--- src/rtl/core/tdpg_pkg.sv ---
// Package for the trial-division prime scanner: widths, command codes and
// the command/status structs between controller and datapath.
// No dependencies.
package tdpg_pkg;

    // Width of candidate, gap and count fields
    localparam int VALUE_WIDTH = 31;
    // Remainder bits resolved per cycle by the shift-subtract divider
    localparam int RADIX_BITS  = 4;
    localparam int DIV_STEPS   = (VALUE_WIDTH + RADIX_BITS - 1) / RADIX_BITS;
    localparam int SH_W        = DIV_STEPS * RADIX_BITS;
    localparam int CNT_W       = $clog2(DIV_STEPS);
    // Divisor squared runs slightly past the candidate before the loop ends
    localparam int DSQ_W       = VALUE_WIDTH + 2;

    typedef logic [VALUE_WIDTH-1:0] t_value;

    // Input command codes
    localparam logic CMD_START = 1'b0;
    localparam logic CMD_TEST  = 1'b1;

    // Controller to datapath
    typedef struct packed {
        logic load;       // capture the accepted transaction
        logic div_start;  // set up remainder of candidate by current divisor
        logic div_step;   // resolve RADIX_BITS remainder bits
        logic next_div;   // move to the next odd divisor
        logic finish;     // update run state and load the result register
        logic verdict;    // candidate is prime (valid with finish)
    } t_dp_cmd;

    // Datapath to controller
    typedef struct packed {
        logic is_start;   // captured transaction opens a run
        logic n_lt2;
        logic n_lt4;
        logic n_even;
        logic dsq_gt_n;   // divisor squared exceeds candidate
        logic div_last;   // last divider step in progress
        logic rem_zero;   // divisor divides candidate
    } t_dp_status;

endpackage

--- src/rtl/core/tdpg_if.sv ---
// Channel interfaces of the prime scanner: input items and result items.
// Depends on tdpg_pkg.
interface tdpg_in_if import tdpg_pkg::*; ();
    logic   valid;
    logic   ready;
    logic   cmd;
    t_value value;

    modport source (output valid, output cmd, output value, input ready);
    modport sink   (input valid, input cmd, input value, output ready);
endinterface

interface tdpg_out_if import tdpg_pkg::*; ();
    logic   valid;
    logic   ready;
    logic   is_prime;
    t_value gap;
    t_value prime_count;

    modport source (output valid, output is_prime, output gap, output prime_count,
                    input ready);
    modport sink   (input valid, input is_prime, input gap, input prime_count,
                    output ready);
endinterface

--- src/rtl/core/tdpg_dp.sv ---
// Datapath of the prime scanner: candidate, divisor, divisor squared,
// radix-16 remainder unit, run state and result register.
// Depends on tdpg_pkg.
module tdpg_dp import tdpg_pkg::*; (
    input  logic       i_clk,
    input  logic       i_rst_n,
    input  t_dp_cmd    i_cmd,
    input  logic       i_in_cmd,
    input  t_value     i_in_value,
    output t_dp_status o_status,
    output logic       o_is_prime,
    output t_value     o_gap,
    output t_value     o_prime_count
);

    logic              r_is_start;
    t_value            r_n;
    t_value            r_d;
    logic [DSQ_W-1:0]  r_dsq;
    t_value            r_rem;
    logic [SH_W-1:0]   r_sh;
    logic [CNT_W-1:0]  r_cnt;
    t_value            r_last_prime;
    t_value            r_found;
    logic              r_is_prime;
    t_value            r_gap;
    t_value            r_count_out;

    t_value            n_rem;
    t_value            n_found;

    // Shift-subtract remainder, RADIX_BITS dependent steps per cycle
    always_comb begin
        logic [VALUE_WIDTH:0] trial;
        n_rem = r_rem;
        for (int i = 0; i < RADIX_BITS; i++) begin
            trial = {n_rem, r_sh[SH_W-1-i]};
            if (trial >= {1'b0, r_d}) begin
                trial = trial - {1'b0, r_d};
            end
            n_rem = trial[VALUE_WIDTH-1:0];
        end
    end

    // Saturating prime count
    assign n_found = (r_found == '1) ? r_found : r_found + t_value'(1);

    // Candidate, divisor and divider registers
    always_ff @(posedge i_clk) begin
        if (i_cmd.load) begin
            r_is_start <= (i_in_cmd == CMD_START);
            r_n        <= i_in_value;
            r_d        <= t_value'(3);
            r_dsq      <= DSQ_W'(9);
        end
        if (i_cmd.div_start) begin
            r_rem <= '0;
            r_sh  <= SH_W'(r_n);
            r_cnt <= '0;
        end
        if (i_cmd.div_step) begin
            r_rem <= n_rem;
            r_sh  <= r_sh << RADIX_BITS;
            r_cnt <= r_cnt + CNT_W'(1);
        end
        // (d+2)^2 = d^2 + 4d + 4
        if (i_cmd.next_div) begin
            r_d   <= r_d + t_value'(2);
            r_dsq <= r_dsq + {r_d, 2'b00} + DSQ_W'(4);
        end
    end

    // Run state
    always_ff @(posedge i_clk) begin
        if (!i_rst_n) begin
            r_last_prime <= '0;
            r_found      <= '0;
        end else if (i_cmd.finish) begin
            if (r_is_start) begin
                r_last_prime <= r_n;
                r_found      <= '0;
            end else if (i_cmd.verdict) begin
                r_last_prime <= r_n;
                r_found      <= n_found;
            end
        end
    end

    // Result register
    always_ff @(posedge i_clk) begin
        if (i_cmd.finish) begin
            if (r_is_start) begin
                r_is_prime  <= 1'b0;
                r_gap       <= '0;
                r_count_out <= '0;
            end else if (i_cmd.verdict) begin
                r_is_prime  <= 1'b1;
                r_gap       <= r_n - r_last_prime;
                r_count_out <= n_found;
            end else begin
                r_is_prime  <= 1'b0;
                r_gap       <= '0;
                r_count_out <= r_found;
            end
        end
    end

    assign o_status.is_start = r_is_start;
    assign o_status.n_lt2    = (r_n < t_value'(2));
    assign o_status.n_lt4    = (r_n < t_value'(4));
    assign o_status.n_even   = ~r_n[0];
    assign o_status.dsq_gt_n = (r_dsq > DSQ_W'(r_n));
    assign o_status.div_last = (r_cnt == CNT_W'(DIV_STEPS - 1));
    assign o_status.rem_zero = (r_rem == '0);

    assign o_is_prime    = r_is_prime;
    assign o_gap         = r_gap;
    assign o_prime_count = r_count_out;

endmodule

--- src/rtl/core/tdpg_ctrl.sv ---
// Controller of the prime scanner: sequences the trial-division loop and
// owns the input ready and result valid.
// Depends on tdpg_pkg.
module tdpg_ctrl import tdpg_pkg::*; (
    input  logic       i_clk,
    input  logic       i_rst_n,
    input  logic       i_in_valid,
    input  logic       i_out_ready,
    input  t_dp_status i_status,
    output t_dp_cmd    o_cmd,
    output logic       o_in_ready,
    output logic       o_out_valid
);

    typedef enum logic [5:0] {
        S_IDLE     = 6'b000001,
        S_CLASSIFY = 6'b000010,
        S_TEST     = 6'b000100,
        S_DIV      = 6'b001000,
        S_CHECK    = 6'b010000,
        S_DONE     = 6'b100000
    } t_state;

    t_state r_state, n_state;
    logic   r_prime, n_prime;
    logic   r_out_valid, n_out_valid;
    logic   out_free;

    assign out_free = ~r_out_valid | i_out_ready;

    // Next state and commands
    always_comb begin
        n_state     = r_state;
        n_prime     = r_prime;
        n_out_valid = r_out_valid & ~i_out_ready;
        o_cmd       = '0;
        o_cmd.verdict = r_prime;
        case (r_state)
            S_IDLE: begin
                if (i_in_valid) begin
                    o_cmd.load = 1'b1;
                    n_state    = S_CLASSIFY;
                end
            end
            // start items, candidates below 4 and even candidates
            S_CLASSIFY: begin
                if (i_status.is_start || i_status.n_lt2) begin
                    n_prime = 1'b0;
                    n_state = S_DONE;
                end else if (i_status.n_lt4) begin
                    n_prime = 1'b1;
                    n_state = S_DONE;
                end else if (i_status.n_even) begin
                    n_prime = 1'b0;
                    n_state = S_DONE;
                end else begin
                    n_state = S_TEST;
                end
            end
            S_TEST: begin
                if (i_status.dsq_gt_n) begin
                    n_prime = 1'b1;
                    n_state = S_DONE;
                end else begin
                    o_cmd.div_start = 1'b1;
                    n_state         = S_DIV;
                end
            end
            S_DIV: begin
                o_cmd.div_step = 1'b1;
                if (i_status.div_last) begin
                    n_state = S_CHECK;
                end
            end
            S_CHECK: begin
                if (i_status.rem_zero) begin
                    n_prime = 1'b0;
                    n_state = S_DONE;
                end else begin
                    o_cmd.next_div = 1'b1;
                    n_state        = S_TEST;
                end
            end
            // wait for the result register to drain
            S_DONE: begin
                if (out_free) begin
                    o_cmd.finish = 1'b1;
                    n_out_valid  = 1'b1;
                    n_state      = S_IDLE;
                end
            end
            default: begin
                n_state = S_IDLE;
            end
        endcase
    end

    always_ff @(posedge i_clk) begin
        if (!i_rst_n) begin
            r_state     <= S_IDLE;
            r_prime     <= 1'b0;
            r_out_valid <= 1'b0;
        end else begin
            r_state     <= n_state;
            r_prime     <= n_prime;
            r_out_valid <= n_out_valid;
        end
    end

    assign o_in_ready  = (r_state == S_IDLE);
    assign o_out_valid = r_out_valid;

endmodule

--- src/rtl/core/trial_division_prime_gap.sv ---
// Top level of the trial-division prime scanner.
// Depends on tdpg_pkg, tdpg_if, tdpg_ctrl and tdpg_dp.
//
// One item at a time, one result per item. A start item (cmd 0), a candidate
// of 0..3 or an even one is decided in the classify state, and the input is
// ready again when its result is loaded into a free output register. An odd
// candidate runs odd divisors d = 3, 5, ... while d*d <= n, each a pass
// through the test, divide and check states with the radix-16 remainder
// unit, and a composite stops at its smallest odd factor. The next item
// is taken as soon as the controller is idle, while the last result still
// waits in the output register.
module trial_division_prime_gap import tdpg_pkg::*; (
    input  logic       i_clk,
    input  logic       i_rst_n,
    tdpg_in_if.sink    i_in,
    tdpg_out_if.source o_out
);

    t_dp_cmd    cmd;
    t_dp_status status;

    tdpg_ctrl u_ctrl (
        .i_clk       (i_clk),
        .i_rst_n     (i_rst_n),
        .i_in_valid  (i_in.valid),
        .i_out_ready (o_out.ready),
        .i_status    (status),
        .o_cmd       (cmd),
        .o_in_ready  (i_in.ready),
        .o_out_valid (o_out.valid)
    );

    tdpg_dp u_dp (
        .i_clk         (i_clk),
        .i_rst_n       (i_rst_n),
        .i_cmd         (cmd),
        .i_in_cmd      (i_in.cmd),
        .i_in_value    (i_in.value),
        .o_status      (status),
        .o_is_prime    (o_out.is_prime),
        .o_gap         (o_out.gap),
        .o_prime_count (o_out.prime_count)
    );

endmodule

--- src/flat_wrapper.sv ---
// flat-port wrapper written by rule: the top's interface ports become plain ports
module trial_division_prime_gap_flat import tdpg_pkg::*;
  (i_clk, i_rst_n, i_in_valid, i_in_cmd, i_in_value, i_in_ready, o_out_valid, o_out_is_prime, o_out_gap, o_out_prime_count, o_out_ready);
  tdpg_in_if i_in_i ();
  tdpg_out_if o_out_i ();
  input  logic i_clk;
  input  logic i_rst_n;
  input wire logic [$bits(i_in_i.valid)-1:0] i_in_valid;
  input wire logic [$bits(i_in_i.cmd)-1:0] i_in_cmd;
  input wire logic [$bits(i_in_i.value)-1:0] i_in_value;
  output wire logic [$bits(i_in_i.ready)-1:0] i_in_ready;
  output wire logic [$bits(o_out_i.valid)-1:0] o_out_valid;
  output wire logic [$bits(o_out_i.is_prime)-1:0] o_out_is_prime;
  output wire logic [$bits(o_out_i.gap)-1:0] o_out_gap;
  output wire logic [$bits(o_out_i.prime_count)-1:0] o_out_prime_count;
  input wire logic [$bits(o_out_i.ready)-1:0] o_out_ready;
  assign i_in_i.valid = i_in_valid;
  assign i_in_i.cmd = i_in_cmd;
  assign i_in_i.value = i_in_value;
  assign i_in_ready = i_in_i.ready;
  assign o_out_valid = o_out_i.valid;
  assign o_out_is_prime = o_out_i.is_prime;
  assign o_out_gap = o_out_i.gap;
  assign o_out_prime_count = o_out_i.prime_count;
  assign o_out_i.ready = o_out_ready;
  trial_division_prime_gap u_core (.i_clk(i_clk), .i_rst_n(i_rst_n), .i_in(i_in_i), .o_out(o_out_i));
endmodule
--- config.mk ---
export PLATFORM = sky130hd
export DESIGN_NAME = trial_division_prime_gap_flat
export DESIGN_NICKNAME = d
export VERILOG_FILES = /design/src/rtl/core/tdpg_pkg.sv /design/src/rtl/core/tdpg_if.sv /design/src/rtl/core/tdpg_dp.sv /design/src/rtl/core/tdpg_ctrl.sv /design/src/rtl/core/trial_division_prime_gap.sv /design/src/flat_wrapper.sv
export SDC_FILE = /design/constraint.sdc
export NUM_CORES = 1
export LEC_CHECK = 0
export BUFFER_PORTS_ARGS = -buffer_cell sky130_fd_sc_hd__buf_4
export CORE_MARGIN = 2
export CORE_UTILIZATION = 58
export DETAILED_ROUTE_END_ITERATION = 7
export GPL_TIMING_DRIVEN = 0
export HOLD_SLACK_MARGIN = 0.08
export PLACE_DENSITY = 0.84
export SLEW_MARGIN = 20
export SYNTH_ARGS = -nofsm -noshare
export SYNTH_HDL_FRONTEND = slang
export SYNTH_SLANG_ARGS = --single-unit
export TNS_END_PERCENT = 1
--- constraint.sdc ---
create_clock -name i_clk -period 10.1 [get_ports i_clk]
set_clock_uncertainty 0.15 [all_clocks]
set_input_delay 0.505 -clock i_clk [delete_from_list [all_inputs] [get_ports i_clk]]
set_output_delay 0.505 -clock i_clk [all_outputs]
set_load 0.01 [all_outputs]
==> results of run 1 <==
cell families after synthesis:
logic type | count (synthesis)
AOI/OAI and AO/OA | 687
and+or+nand+nor | 808
muxes | 93
buffers and inverters | 243
xor gates and xnor gates | 197
adders and majority gates | 249
DFF | 291
how the worst max path moves through the flow:
stage / depth (start not counted) / to / start
floorplan: 50 / u_core.u_dp.r_rem[21] / u_core.u_dp.r_d[1]
finish: 51 / u_core.u_dp.r_rem[22] / u_core.u_dp.r_d[1]
CTS: 52 / u_core.u_dp.r_rem[22] / u_core.u_dp.r_d[1]
global route: 53 / u_core.u_dp.r_rem[22] / u_core.u_dp.r_d[7]
global placement: 47 / u_core.u_dp.r_rem[30] / u_core.u_dp.r_d[3]
detailed placement: 48 / u_core.u_dp.r_rem[25] / u_core.u_dp.r_d[3]
state kept, by name (all words and copies together) (netlist names):
name	count
u_core.u_dp.r_rem	31
u_core.u_dp.r_cnt	3
u_core.u_ctrl.r_state	6
u_core.u_dp.r_d	30
u_core.u_dp.r_dsq	30
u_core.u_dp.o_is_prime	1
u_core.u_dp.r_last_prime	31
u_core.u_dp.o_gap	31
u_core.u_ctrl.o_out_valid	1
u_core.u_dp.r_is_start	1
u_core.u_dp.r_found	31
u_core.u_dp.o_prime_count	31
u_core.u_dp.r_n	31
u_core.u_dp.r_sh	32
u_core.u_ctrl.r_prime	1
cells in the final DEF (no fill, tap or decap), types with 57 or more instances in the layout:
cell	n
nand2_1	232
buf_4	196
dfxtp_1	74
edfxtp_1	217
nor2_1	222
inv_1	146
ha_1	200
a21oi_1	181
a21boi_0	66
a21o_1	91
xnor2_1	122
o21ai_0	103
nand3_1	57
xor2_1	72
Yosys cell counts, types with 8 or more instances:
library cell / n
xnor2_1: 123
nand2_1: 237
a21o_1: 91
o211ai_1: 17
mux2i_1: 41
a21boi_0: 69
nor2b_1: 30
a211o_1: 8
a211oi_1: 17
edfxtp_1: 217
clkbuf_1: 55
ha_1: 243
a21oi_1: 189
nor4_1: 24
dfxtp_1: 74
o21bai_1: 25
nor2_1: 223
mux2_2: 44
and2_1: 22
nand3b_1: 8
nand4_1: 35
or2_2: 11
and3_1: 32
nand3_1: 60
o21a_1: 20
and4_1: 13
a31oi_1: 12
o21ai_0: 118
o31ai_1: 9
inv_1: 171
a22o_1: 29
xor2_1: 73
nor3_1: 43
or3_1: 22
nand2b_1: 24
per-layer routing:
| metal | global-route usage (%) | vias to the layer above |
|---|---|---|
| li1 | - | 9921 |
| met1 | 39.78 | 10020 |
| met2 | 55.91 | 870 |
| met3 | 3.516 | 175 |
| met4 | 15.04 | 0 |
| met5 | 0 | - |
cell type report:
class | count | area (sq um) | share of cell area, %
well taps | 525 | 656.9 | 2.353
multi-input cells | 2034 | 15240 | 54.58
inverters | 172 | 685.7 | 2.456
clock inverters | 15 | 110.1 | 0.3944
flip-flops and latches | 291 | 7998 | 28.65
clock buffers | 41 | 854.6 | 3.061
plain buffers | 68 | 445.4 | 1.596
repair buffers | 234 | 1928 | 6.907
per-stage QoR:
step,util [%],hold slack [ps],setup WS [ps]
after floorplan,-,286.3,-91.59
after global placement,62.86,300.4,-3692
after detailed placement,63.04,303.5,-3719
after CTS,68.68,141.1,-1417
after global routing,70.26,170.6,-1748
final,70.26,155.1,-1378
worst register-to-register path, delay by kind of cell, from the launching register on:
kind / cells / cell delay (ps)
buf+inv: 10 / 1650
flops: 1 / 540
xor+xnor: 1 / 170
mux: 2 / 460
compound gates: 24 / 5170
fa+ha+maj: 4 / 1340
simple gates: 10 / 1750
timing repair:
item	4_1_cts	5_1_grt
hold buffers	32	0
setup buffers	55	45
gates resized for setup	101	61
endpoints found under the hold margin	32	0
gates cloned	0	3
setup endpoints to repair	31	31
pin swaps	40	47
where the power goes:
group / switching [mW] / total, mW / internal (mW) / leakage [nW]
Sequential: 0.0346 / 1.34 / 1.30 / 2.69
Clock: 0.486 / 1.10 / 0.618 / 0.478
Combinational: 0.323 / 0.574 / 0.251 / 8.39
Total: 0.844 / 3.02 / 2.17 / 11.6
==> qor.txt, run 1 <==
Tmin final: 11480 ps
Ys Warns: 0
WHS Endpoint: u_core.u_ctrl.o_out_valid
Async set or reset register ratio after synthesis: 0%
Die H: 204.6 microns
Simple logic cell fraction of the synthesized area: 16.62%
Max Slew Vio Count: 0
Dpl cells: 3194
Syn Area/Cell: 9.090 sq um
Post-Synthesis Cells: 2568
RSZ-0062 raised after global routing: true
DRT Pass-1 Iters: 6
Initial antenna violation count: 0
Gpl congestion: 0.9033
Worst-Skew Late Latency: 590 ps
Crit path DAT: 11670 ps
Status: complete, but fails checks
Core area: 0.03973 sq mm
CTS tree: yes
Routed Antenna Nets: 0
Overall power: 3.017 mW
Final std cells w/o fill: 3380
Synth Register Bits: 291
Nets: 3116
CP max stage cell: edfxtp_1
Mux cell area share after synthesis: 4.428%
DP Area: 0.02505 sq mm
Proportion of layout cells with a drive suffix above 1: 16.78%
Worst setup EP type: flip-flop
RR Endpoint: u_core.u_dp.r_rem[22]
Delay-heaviest family, CP: compound AO/OA/AOI/OAI gates
Vias in the first global route: 20820
Routed vias: 20990
Most used DFF post-synth: edfxtp_1
CP peak stage delay: 540 ps
Max layer used: met4
DR WL met2: 33.69 mm
GRT Total Usage: 32.10%
Hold Path Depth: 3
Die area: 0.04187 sq mm
I/O pin cnt: 101
Routed WL: 69.09 mm
First-pass GRT wire length: 106.8 mm
Largest family of logic cells by synthesized area: compound AO/OA/AOI/OAI gates
Maximum clock path buffer count: 3
Largest cells by area after synthesis: edfxtp_1 (28%), ha_1 (13%), dfxtp_1 (6.3%)
Post-synthesis adder-cell area fraction: 13.54%
ANT cells: 0
Die Span X: 204.6 microns
Pwr dens: 108.1 mW/mm^2
Leakage power figure: 11.57 nW
CTS Sinks: 291
Worst vdd rail ir drop: 155.7 uV
CTS H-Tree Depth: 1
Reg-to-Reg Start: u_core.u_dp.r_d[1]
Worst Tran Pin Value: 895.0 ps
Slew Limit Headroom: 40.33%
Setup ws final: -1378 ps
Min-delay src: o_out_ready
MaxCap Viol Count: 0
Final Cycle Share: 113.6%
Critical path fanouts, max: 10
I/O Buffers: 99
Seq/Total Area, Yosys: 34.26%
DRC: 0
Metal3 WL: 4.410 mm
Startpoint types: flip-flop
Total CTS buffers: 30
R2r setup slk: -1380 ps
Yosys top cell by area: edfxtp_1
Clk pin slew, worst setup/hold paths: 70 ps
Post-route design area: 0.02792 sq mm
Synthesis-to-finish area growth: 19.59%
Final hold violations: 0
Crit path kind: reg2reg
1st-iter DRT viols: 1762
Root Driver: clkbuf_16
Synth cell types: 90
Wl on met1: 27.75 mm
Largest net degree at the start of global routing: 63
Number of synthesized flops with an enable pin: 217
WL/cell: 20.44 microns
FILL cells: 2861
Via density: 6.210
Setup TNS: -40960 ps
Area share of xor/xnor cells in the synthesized design: 7.424%
Worst Path Required: 10290 ps
F_max: 87.12 MHz
HPWL Detailed: 50.60 mm
Initial Util: 58.75%
Critical path buffers and inverters: 10
Synth Area in Compound Gates: 19.58%
Hold Crit Class: in2reg
Total grt overflow: 0
Row cnt: 73
Synth Net Count: 2853
Violated checks: negative setup slack
Post-synth top area share: 27.92%
Reg2reg path depth: 51
Synthesized cell area: 0.02334 sq mm
Final setup vio count: 31
Note: power is estimated with default switching activity, not from simulation.
==> run 2, diff against run 1 <==
Settings changed: PLACE_DENSITY 0.84 to 0.76, RECOVER_POWER set to 100.
==> run 2 against run 1 <==
  * The flow finishes with violations (max-capacitance violations, max-slew violations, negative setup slack)
  * Highest routed layer unchanged
  * Largest cell class unchanged
  * Critical endpoint is now u_core.u_dp.r_rem[14]
  * Core utilization is 0.088 points higher
  * Sequential power hardly changed
  * Fmax is 1.9% higher
  * Clock-buffer cell count is 1 higher
==> qor.txt, run 2 (synthesized netlist as in run 1, its figures left out) <==
Status: complete, but fails checks
Violated checks: max-capacitance violations, max-slew violations, negative setup slack
Dpl cells: 3194 (unchanged)
Hold Path Depth: 2 (-1)
Row cnt: 73 (unchanged)
Initial antenna violation count: 0 (unchanged)
Routed Antenna Nets: 0 (unchanged)
Nets: 3126 (+0.32%)
Worst-Skew Late Latency: 600 ps (about the same)
First-pass GRT wire length: 107.1 mm (+0.29%)
Hold Crit Class: in2reg
Slew Limit Headroom: -94.60% (-130 points)
Startpoint types: flip-flop
R2r setup slk: -1160 ps (+220 ps)
Commonest non-fill, non-tap cell in the layout: nand2_1
HPWL Detailed: 49.91 mm (-1.4%)
Max Slew Vio Count: 53 (+53)
Final Cycle Share: 111.5% (-2.2 points)
Largest net degree at the start of global routing: 63 (unchanged)
1st-iter DRT viols: 1750 (-0.68%)
ANT cells: 0 (unchanged)
F_max: 88.81 MHz (+1.9%)
Gpl congestion: 1.010 (+12%)
Worst setup EP type: flip-flop
I/O Buffers: 99 (unchanged)
DRT Pass-1 Iters: 6 (unchanged)
Final setup vio count: 31 (unchanged)
Maximum clock path buffer count: 3 (unchanged)
Leakage power figure: 11.45 nW (-0.97%)
Crit path kind: reg2reg
Reg-to-Reg Start: u_core.u_dp.r_d[16]
Crit path DAT: 11420 ps (-250 ps)
Worst Path Required: 10260 ps (-30 ps)
Overall power: 3.063 mW (+1.5%)
Die Span X: 204.6 microns (unchanged)
MaxCap Viol Count: 1 (+1)
Hold slack: 101.6 ps (-53.47 ps)
CTS Sinks: 291 (unchanged)
Most frequent cells in the layout: nand2_1 (231), nor2_1 (221), edfxtp_1 (217)
Tmin final: 11260 ps (-218.4 ps)
Routed vias: 20900 (-0.42%)
Critical Path Start: u_core.u_dp.r_d[16]
Initial Util: 58.75% (unchanged)
RSZ-0062 raised after global routing: true
CP peak stage delay: 450 ps (-90 ps)
Final std cells w/o fill: 3391 (+0.33%)
Setup ws final: -1160 ps (+218.4 ps)
Vias in the first global route: 20640 (-0.87%)
Worst Tran Pin Value: 2919 ps (+2024 ps)
RR Endpoint: u_core.u_dp.r_rem[14]
Critical path fanouts, max: 10 (unchanged)
I/O pin cnt: 101 (unchanged)
Pwr dens: 109.6 mW/mm^2 (+1.4%)
CP max stage cell: edfxtp_1
Register with the most flip-flops: u_core.u_dp.r_sh
Synthesis-to-finish area growth: 19.74%
WL/cell: 20.11 microns (-1.6%)
Core Util, Final: 70.35% (+0.088 points)
GRT Total Usage: 32.13% (about the same)
Clk pin slew, worst setup/hold paths: 60 ps (about the same)
Root Driver: clkbuf_16
CTS H-Tree Depth: 1 (unchanged)
Worst vdd rail ir drop: 167.0 uV (+7.3%)
Routed WL: 68.19 mm (-1.3%)
CP endpoint: u_core.u_dp.r_rem[14]
DRC: 0 (unchanged)
Proportion of layout cells with a drive suffix above 1: 14.93% (-1.8 points)
Total CTS buffers: 31 (+3.3%)
Die H: 204.6 microns (unchanged)
Core area: 0.03973 sq mm (unchanged)
Max reg flops: 32 (unchanged)
Setup TNS: -34470 ps (+6491 ps)
Via density: 6.163 (-0.75%)
Reg2reg path depth: 50 (-2.0%)
Final hold violations: 0 (unchanged)
CTS tree: yes
FILL cells: 2948 (+3.0%)
Die area: 0.04187 sq mm (unchanged)
Total grt overflow: 0 (unchanged)
## run 2: worst min path at each step
stage | start | end | slack (ps)
after global placement | u_core.u_dp.r_last_prime[16] | u_core.u_dp.r_last_prime[16] | 300
after CTS | o_out_ready | u_core.u_ctrl.o_out_valid | 90
final | i_rst_n | u_core.u_ctrl.r_state[0] | 100
after detailed placement | u_core.u_dp.r_last_prime[15] | u_core.u_dp.r_last_prime[15] | 310
after global routing | i_rst_n | u_core.u_ctrl.r_state[0] | 120
after floorplan | u_core.u_dp.r_sh[0] | u_core.u_dp.r_sh[0] | 290
## run 2: worst max-delay path: cells and delay by family (launching register included)
family | cells | cell delay (ps)
compound gates | 20 | 4350
simple gates | 12 | 2120
buf+inv | 10 | 1690
fa+ha+maj | 4 | 1340
mux | 3 | 700
flops | 1 | 450
xor+xnor | 1 | 150
## run 2: where the power goes
part | internal, mW | switching (mW) | leakage (nW)
combinational | 0.259 | 0.323 | 8.26
sequential | 1.30 | 0.0348 | 2.69
clock | 0.658 | 0.483 | 0.497
## run 2: cell type report
type	count	area, sq um	share of cell area [%]
plain buffers	68	446.7	1.598
clock buffers	42	837.1	2.995
clock inverters	16	168.9	0.6043
inverters	172	684.4	2.449
multi-input cells	2034	15370	54.98
flip-flops and latches	291	7998	28.61
well taps	525	656.9	2.350
repair buffers	243	1793	6.415
## run 2: routing by layer
layer	GRT usage (%)	part of all wire [%]
met1	39.64	40
met2	57.19	49
met3	3.134	5.7
met4	13.51	4.6
met5	0	0
## run 2: metrics by stage
| step | cell area (sq um) | setup slack (ps) |
|---|---|---|
| global route | 27950 | -1573 |
| floorplan | 23580 | -91.59 |
| global placement | 24980 | -3639 |
| detailed placement | 25050 | -3653 |
| finish | 27950 | -1160 |
| CTS | 27770 | -1215 |
## run 2: what timing repair did
action                                  CTS  global route
gates resized for setup                 127            59
hold buffers                             32             0
gates cloned                              4             0
pin swaps                                56            31
buffers inserted                         79            27
hold endpoints to repair                 32             0
endpoints found under the setup margin   31            31
==> run 3, diff against run 2 <==
Settings changed: CTS_CLUSTER_SIZE set to 10, SKIP_CTS_REPAIR_TIMING set to 1.
==> run 3 against run 2 <==
  * The run still ends with max-capacitance violations, max-slew violations, negative setup slack left
  * Via count decreased by 1.3%
  * Critical path depth decreased by 5
  * Clock power increased by 7%
  * Register-to-register slack got worse by 630 ps
  * Clock-buffer cell count increased by 17
  * Combinational power decreased by 2%
  * Worst setup slack got worse by 630 ps
  * Worst hold slack got worse by 12 ps
  * Non-clock buffer count decreased by 24
  * First-iteration DRC count decreased by 3.4%
  * Sequential cell count unchanged
  * Critical endpoint is now u_core.u_dp.r_rem[19]
  * Highest routed layer unchanged
==> qor.txt, run 3 (synthesized netlist as in run 1, its figures left out) <==
Status: complete, but fails checks
Violated checks: max-capacitance violations, max-slew violations, negative setup slack
Maximum clock path buffer count: 3 (unchanged)
Overall power: 3.125 mW (+2.0%)
CTS tree: yes
MaxCap Viol Count: 1 (unchanged)
Clk pin slew, worst setup/hold paths: 60 ps (about the same)
GRT Total Usage: 30.39% (-1.7 points)
Root Driver: clkbuf_16
Multi-input combinational cell area: 0.01511 sq mm (-1.6%)
Hold Crit Class: in2reg
CTS Sinks: 291 (unchanged)
Final Cycle Share: 117.7% (+6.2 points)
CP max stage cell: a2111oi_1
I/O Buffers: 99 (unchanged)
Commonest non-fill, non-tap cell in the layout: nand2_1
Die area: 0.04187 sq mm (unchanged)
Row cnt: 73 (unchanged)
Max Slew Vio Count: 53 (unchanged)
Register with the most flip-flops: u_core.u_dp.r_sh
Storage cell area: 0.007998 sq mm (unchanged)
Total CTS buffers: 36 (+16%)
Clock power share: 38.9% (+1.7 points)
Critical path buffers and inverters: 6 (-4)
Setup ws final: -1790 ps (-630.6 ps)
Final hold violations: 0 (unchanged)
Final setup vio count: 31 (unchanged)
Total grt overflow: 0 (unchanged)
Routed Antenna Nets: 0 (unchanged)
Routed vias: 20630 (-1.3%)
Worst Tran Pin Value: 2862 ps (-56.62 ps)
Worst Path Required: 10210 ps (-50 ps)
Gpl congestion: 1.010 (unchanged)
CP peak stage delay: 550 ps (+100 ps)
Most frequent cells in the layout: nand2_1 (231), nor2_1 (221), edfxtp_1 (217)
Largest net degree at the start of global routing: 63 (unchanged)
Pwr dens: 113.1 mW/mm^2 (+3.2%)
Routed WL: 67.10 mm (-1.6%)
Setup TNS: -53940 ps (-19470 ps)
Max reg flops: 32 (unchanged)
Initial Util: 58.75% (unchanged)
CTS H-Tree Depth: 2 (+1)
Combinational Power Share: 18.2% (-0.8 points)
First-pass GRT wire length: 101.5 mm (-5.3%)
Seq pwr share: 42.9% (-0.8 points)
Crit path DAT: 12000 ps (+580 ps)
Vias in the first global route: 19830 (-3.9%)
Sw Share: 27.27% (-0.20 points)
Tmin final: 11890 ps (+630.6 ps)
Initial antenna violation count: 0 (unchanged)
Worst setup EP type: flip-flop
Proportion of layout cells with a drive suffix above 1: 13.20% (-1.7 points)
DR WL met2: 32.96 mm (-1.9%)
Wl on met1: 27.55 mm (about the same)
Nets: 3107 (-0.61%)
FILL cells: 3000 (+1.8%)
Max layer used: met4
Crit path kind: reg2reg
F_max: 84.10 MHz (-5.3%)
Startpoint types: flip-flop
1st-iter DRT viols: 1691 (-3.4%)
Via density: 6.115 (-0.78%)
Leakage power figure: 11.33 nW (-1.1%)
Core area: 0.03973 sq mm (unchanged)
Die H: 204.6 microns (unchanged)
WL/cell: 19.89 microns (-1.1%)
Synthesis-to-finish area growth: 18.37%
Worst-Skew Late Latency: 540 ps (-60 ps)
Worst vdd rail ir drop: 165.4 uV (-0.92%)
Delay-heaviest family, CP: compound AO/OA/AOI/OAI gates
Cell-internal power: 2.273 mW (+2.3%)
P_sw: 0.8522 mW (+1.3%)
DRT Pass-1 Iters: 8 (+2)
HPWL Detailed: 49.91 mm (unchanged)
Core Util, Final: 69.55% (-0.80 points)
Critical path fanouts, max: 10 (unchanged)
Metal3 WL: 3.522 mm (-9.9%)
RSZ-0062 raised after global routing: true
DRC: 0 (unchanged)
Slew Limit Headroom: -90.83% (+3.8 points)
Die Span X: 204.6 microns (unchanged)
I/O pin cnt: 101 (unchanged)
## run 3: cell count changes in the layout (fill, tap and decap cells not counted), moves of 4 or more
cell	delta
clkinv_2	-6
inv_1	+6
ha_1	+9
o21ai_0	+5
clkbuf_1	+12
clkinv_1	-4
buf_4	-26
a21oi_2	-4
a21oi_1	+4
clkbuf_16	+13
ha_2	+9
ha_4	-18
buf_8	-4
## run 3: metrics by stage
| stage | hold slack [ps] | area [sq um] | std cells | setup slack, ps |
|---|---|---|---|---|
| after floorplan | 286.3 | 23580 | 2568 | -91.59 |
| after global placement | 300.8 | 24980 | 3192 | -3639 |
| after detailed placement | 307.6 | 25050 | 3194 | -3653 |
| after CTS | -16.19 | 26130 | 3258 | -3742 |
| after global routing | 85.21 | 27630 | 3373 | -2127 |
| final | 89.52 | 27630 | 3374 | -1790 |
## run 3: area by class of cell
| class | count | share of cell area [%] |
|---|---|---|
| Multi-Input combinational cell | 2034 | 54.70 |
| Sequential cell | 291 | 28.94 |
| Timing Repair Buffer | 219 | 6.009 |
| Clock buffer | 59 | 3.686 |
| Inverter | 172 | 2.427 |
| Tap cell | 525 | 2.377 |
| Buffer | 68 | 1.630 |
| Clock inverter | 5 | 0.2219 |
| Antenna cell | 1 | 0.009056 |
## run 3: power by group through the flow
| stage | combinational [mW] | clock (mW) | sequential, mW |
|---|---|---|---|
| floorplan | 0.386 | 0 | 1.35 |
| global placement | 0.478 | 0 | 1.37 |
| detailed placement | 0.498 | 0 | 1.36 |
| CTS | 0.503 | 1.23 | 1.34 |
| global route | 0.623 | 1.27 | 1.34 |
| finish | 0.568 | 1.22 | 1.34 |
## run 3: final timing paths
| check | slack (ps) | from | depth (start not counted) | endpoint |
|---|---|---|---|---|
| setup / recovery | -1790 | u_core.u_dp.r_d[20] | 45 | u_core.u_dp.r_rem[19] |
| hold / removal | 90 | i_in_cmd | 2 | u_core.u_dp.r_is_start |
| setup reg to reg | -1790 | u_core.u_dp.r_d[20] | 45 | u_core.u_dp.r_rem[19] |
| hold reg to reg | 310 | u_core.u_dp.r_last_prime[15] | 2 | u_core.u_dp.r_last_prime[15] |
## run 3: worst reg2reg max path, delay by kind of cell, from the launching register on
kind            cells  cell delay [ps]
buf+inv             6             1030
compound gates     18             4830
fa+ha+maj           4             1540
flops               1              390
simple gates       11             2330
mux                 4             1090
xor+xnor            2              240
## run 3: metal layers
layer  vias to the layer above  global-route usage [%]
met1                      9804                   38.52
met5                         -                       0
met4                         0                   12.22
met2                       770                   53.27
met3                       160                   2.784
li1                       9898                       -
